**src/dimension_arrow_direction_core_assert.svh**
```systemverilog
// ----------------------------------------------------------------------------
// dimension arrow direction assertion macros
// concurrent assertion helpers, empty when SYNTH is defined
// ----------------------------------------------------------------------------
`ifndef DIMENSION_ARROW_DIRECTION_CORE_ASSERT_SVH
`define DIMENSION_ARROW_DIRECTION_CORE_ASSERT_SVH

`ifndef SYNTH
`define DAD_ASSERT(lbl, clk, rst, prop) \
   lbl: assert property (@(posedge clk) disable iff (rst) prop) \
      else $error("assertion failed");
`define DAD_ASSERT_ALWAYS(lbl, clk, prop) \
   lbl: assert property (@(posedge clk) prop) \
      else $error("assertion failed");
`else
`define DAD_ASSERT(lbl, clk, rst, prop)
`define DAD_ASSERT_ALWAYS(lbl, clk, prop)
`endif

`endif

```
**src/dad_pkg.sv**
```systemverilog
// ----------------------------------------------------------------------------
// dad_pkg
// shared types, codes and constants of the arrow direction pipeline
// ----------------------------------------------------------------------------
package dad_pkg;

   localparam int RootBits = 15;
   localparam int AccBits  = 98;
   localparam int L2Bits   = 63;

   localparam logic [1:0] CODE_ABSENT  = 2'd0;
   localparam logic [1:0] CODE_OUTWARD = 2'd1;
   localparam logic [1:0] CODE_INWARD  = 2'd2;
   localparam logic [1:0] CODE_INVALID = 2'd3;

   localparam logic [1:0] ST_OK       = 2'd0;
   localparam logic [1:0] ST_BAD_CODE = 2'd1;
   localparam logic [1:0] ST_ZERO_LEN = 2'd2;

   typedef struct packed {
      logic [1:0] status;
      logic       v1;
      logic       v2;
      logic       n1x;
      logic       n1y;
      logic       n2x;
      logic       n2y;
   } side_type;

   typedef struct packed {
      logic signed [AccBits-1:0] p;
      logic signed [AccBits-1:0] q;
      logic signed [AccBits-1:0] rhs;
      logic [RootBits-1:0]       r;
   } root_type;

   typedef struct packed {
      side_type          side;
      logic [L2Bits-1:0] l2;
      root_type          rx;
      root_type          ry;
   } stage_type;

   function automatic logic [31:0] mag33(input logic signed [32:0] v);
      logic [32:0] n;
      n = -v;
      mag33 = v[32] ? n[31:0] : v[31:0];
   endfunction

endpackage

```
**src/dad_step.sv**
```systemverilog
// ----------------------------------------------------------------------------
// dad_step
// one bit of the rounded unit-magnitude search for both axes, registered
// ----------------------------------------------------------------------------
module dad_step #(
   parameter int K = 0
) (
   input  logic               clock,
   input  logic               reset,
   input  logic               en,
   input  logic               in_valid,
   input  dad_pkg::stage_type in_stage,
   output logic               out_valid,
   output dad_pkg::stage_type out_stage
);
   import dad_pkg::*;

   logic      v_ff;
   stage_type st_ff, st_in;

   function automatic root_type try_bit(input root_type s, input logic [L2Bits-1:0] l2);
      logic signed [AccBits-1:0] lw, cand;
      root_type o;
      lw   = AccBits'(l2);
      cand = s.p + (s.q <<< (K + 2)) + (lw <<< (2 * K + 2));
      o = s;
      if (cand <= s.rhs) begin
         o.p = cand;
         o.q = s.q + (lw <<< (K + 1));
         o.r = s.r | (RootBits'(1) << K);
      end
      try_bit = o;
   endfunction

   always_comb begin
      st_in    = in_stage;
      st_in.rx = try_bit(in_stage.rx, in_stage.l2);
      st_in.ry = try_bit(in_stage.ry, in_stage.l2);
   end

   always_ff @(posedge clock) begin
      if (reset) begin
         v_ff <= 1'b0;
      end else if (en) begin
         v_ff <= in_valid;
      end
   end

   always_ff @(posedge clock) begin
      if (en) begin
         st_ff <= st_in;
      end
   end

   assign out_valid = v_ff;
   assign out_stage = st_ff;

endmodule

```
**config.mk**
```make
export PLATFORM = sky130hd
export DESIGN_NAME = dad_step
export DESIGN_NICKNAME = d
export VERILOG_FILES = /design/src/dimension_arrow_direction_core_assert.svh /design/src/dad_pkg.sv /design/src/dad_step.sv
export SDC_FILE = /design/constraint.sdc
export NUM_CORES = 2
export LEC_CHECK = 0
export ABC_AREA = 1
export BUFFER_PORTS_ARGS = -buffer_cell sky130_fd_sc_hd__buf_4
export CAP_MARGIN = 20
export CELL_PAD_IN_SITES_DETAIL_PLACEMENT = 1
export CELL_PAD_IN_SITES_GLOBAL_PLACEMENT = 1
export CORE_AREA = 3 3 534 536
export CTS_CLUSTER_SIZE = 40
export DETAILED_ROUTE_END_ITERATION = 10
export DIE_AREA = 0 0 537 539
export PLACE_DENSITY_LB_ADDON = 0.1
export SLEW_MARGIN = 10
export SYNTH_ARGS = -nofsm -noshare
export SYNTH_HDL_FRONTEND = slang
export SYNTH_SLANG_ARGS = --single-unit
```
**constraint.sdc**
```tcl
create_clock -name clock -period 10.45 [get_ports clock]
set_clock_uncertainty 0.05 [all_clocks]
set_input_delay 3.135 -clock clock [delete_from_list [all_inputs] [get_ports clock]]
set_output_delay 3.135 -clock clock [all_outputs]
set_load 0.05 [all_outputs]
```
==> results.sh <==
export IMPL_stdcell_area_sq_um=85200
export IMPL_whs_ns=0.446
export IMPL_ys_ff_latch=690
export IMPL_timing_fmax_mhz=104
export IMPL_fin_util_pct=30.3
export IMPL_pin_count=1383
export IMPL_h_tree_depth=3
export IMPL_wl_per_cell_microns=32.6
export IMPL_die_y_microns=539
export IMPL_hold_path_class="reg -> reg"
export IMPL_cts_setup_buffers=0
export IMPL_async_flop_share_pct=0
export IMPL_overflow=0
export IMPL_seq_area_frac_synth_pct=31.0
export IMPL_dp_hpwl_mm=431
export IMPL_cp_startpoint="in_stage[619]"
export IMPL_r2r_end="out_valid"
export IMPL_portBuffers=1382
export IMPL_hold_viol=0
export IMPL_finalMaxSlewViolations=0
export IMPL_core_area_sq_um=281000
export IMPL_crit_arrival_ns=10.18
export IMPL_track_usage_pct=32.8
export IMPL_ys_types=38
export IMPL_cpPeakStageDelay_ns=0.76
export IMPL_clockRootBuffer="clkbuf_16"
export IMPL_synth_edf_count=689
export IMPL_grt_use_met1_pct=38.1
export IMPL_p_total_mw=17.2
export IMPL_fp_dieW_microns=537
export IMPL_worstHoldEndpoint="out_valid"
export IMPL_power_density_nw_per_um2=202
export IMPL_synth_area_sq_um=66700
export IMPL_cts_sinks=690
export IMPL_peakVddDrop_uv=230
export IMPL_postSynthAreaPerCell_sq_um=6.79
export IMPL_viasPerCell=4.92
export IMPL_placed_area_sq_um=82300
export IMPL_crit_fanout=63
export IMPL_die_area_sq_um=289000
export IMPL_ys_flop_type="edfxtp_1"
export IMPL_yosys_warnings=0
export IMPL_drc=0
export IMPL_final_cell_mix="3693 x nand2_1, 1578 x inv_1, 1480 x buf_4"
export IMPL_first_pass_iters=5
export IMPL_grt_pass1_vias=78400
export IMPL_critPathLaunchType="input pin"
export IMPL_worst_slew_pin_slew_ns=1.24
export IMPL_hp_start="out_valid"
export IMPL_relSlewSlack_pct=17.5
export IMPL_clk_pin_slew_worst_paths_ns=0.06
export IMPL_cts_resized=0
export IMPL_rrSetupSlack_ns=9.82
export IMPL_layout_drive_gt1_share_pct=14.6
export IMPL_crit_top_cell="nand2_1"
export IMPL_hold_buffers=0
export IMPL_path_class="in -> reg"
export IMPL_final_common_cell="nand2_1"
export IMPL_grt_max_degree=160
export IMPL_grt_pass1_wl_mm=656
export IMPL_clock_latency_ns=0.81
export IMPL_cts_buffer_depth=4
export IMPL_wl_mm=493
export IMPL_crit_path_top_delay_cell="nor4_1"
export IMPL_synth_top_area_share_pct=31.0
export IMPL_antenna_found_initial=58
export IMPL_start_util_pct=23.7
export IMPL_area_growth_pct=27.8
export IMPL_p_leak_nw=43.7
export IMPL_min_period_over_period_pct=92.3
export IMPL_use_met3_pct=4.05
export IMPL_r2r_start="out_valid"
export IMPL_finish_net_count=12700
export IMPL_drv_cap=0
export IMPL_cts_tree="yes"
export IMPL_use_met2_pct=58.9
export IMPL_setup_viol=0
export IMPL_synth_area_top_cells="edfxtp_1 31%, nand2_1 21%, ha_1 11%"
export IMPL_status="complete, no violations"
export IMPL_reg2reg_depth=2
export IMPL_min_path_cells=2
export IMPL_drt_iter0_drc=4947
export IMPL_period_minus_slack_ns=9.64
export IMPL_gp_routability_congestion=1.00
export IMPL_busiest_layer="met2"
export IMPL_synth_top_cell_by_area="edfxtp_1"
export IMPL_num_rows=195
export IMPL_rsz0062_at_grt="false"
export IMPL_vias=74300
export IMPL_numCtsBuffers=96
export IMPL_endpoint_kind="register"
export IMPL_critical_path_required_ns=10.99
export IMPL_antenna_left=0
export IMPL_synth_net_count=11200
export IMPL_synthCells=9828
-- cell type report --
type	instances	area, sq um
fill	35000	196000
multi-input combinational	7387	39300
sequential	690	20700
timing repair buffer	1505	11600
inverter	1578	5920
tap	3743	4680
clock buffer	116	2500
clock inverter	54	429
antenna	23	57.6
-- synthesized netlist by cell type (2+ instances only) --
cell      count
nand3_2       2
ha_1        574
nand3_1     362
nand4_1     499
o21bai_1     48
buf_1        24
clkbuf_1     68
nor3_1       80
or2_2         6
a21o_1       17
nand3b_1     32
edfxtp_1    689
and2_1       12
o21ai_0     261
buf_4        15
xnor2_1      12
nor2_2        2
a31oi_1       6
nand2_1    3694
nor2_1      922
a21oi_1     474
fa_1        130
clkbuf_4      2
o21a_1       10
inv_1      1578
xor2_1      208
buf_2        63
nor4_1       28
-- worst max-delay path, delay by kind of cell --
kind	cells	cell delay, ns
adder cells (fa/ha/maj)	4	1.74
AND/OR/NAND/NOR	21	3.95
buffers and inverters	7	1.20
-- power breakdown --
group	internal, mW	total (mW)	switching (mW)
combinational	2.56	9.83	7.27
clock	1.80	3.24	1.44
sequential	3.84	4.12	0.286
total	8.19	17.2	8.99
-- kinds of logic (layout without fill, tap and decap cells) --
logic type	Yosys count	in the layout	synth area share, %
simple gates	5645	5645	34.9
buf+inv	1751	3253	10.1
compound gates	817	817	6.43
fa+ha+maj	704	704	14.7
flops	690	690	31.0
xor+xnor	220	220	2.89
mux	1	1	0.0150
other cells	0	23	0
-- state kept, by name, indices dropped and copies added, names as in the netlist --
register   flops
out_stage    689
out_valid      1
-- worst max-delay path by stage --
| stage | end | slack (ns) |
|---|---|---|
| global route | out_stage[592] | 0.61 |
| detailed placement | out_stage[545] | 0.01 |
| CTS | out_stage[545] | 0.87 |
| global placement | out_stage[291] | -0.22 |
| finish | out_stage[518] | 0.81 |
| floorplan | out_stage[456] | 3.13 |
-- per-layer routing --
metal  vias to the layer above  wire length, microns
met5                         -                    41
met2                      2231                246000
met1                     36900                195000
li1                      34600                     -
met3                       604                 22000
met4                         6                 29300
-- per-stage QoR --
step,std cells,setup slack [ns],setup TNS [ns]
after floorplan,9828,3.13,0
after global placement,14900,-0.224,-6.60
after detailed placement,14900,0.0130,0
after CTS,15100,0.866,0
after global routing,15100,0.612,0
final,15100,0.806,0
Power figures use the tool's default switching activity.
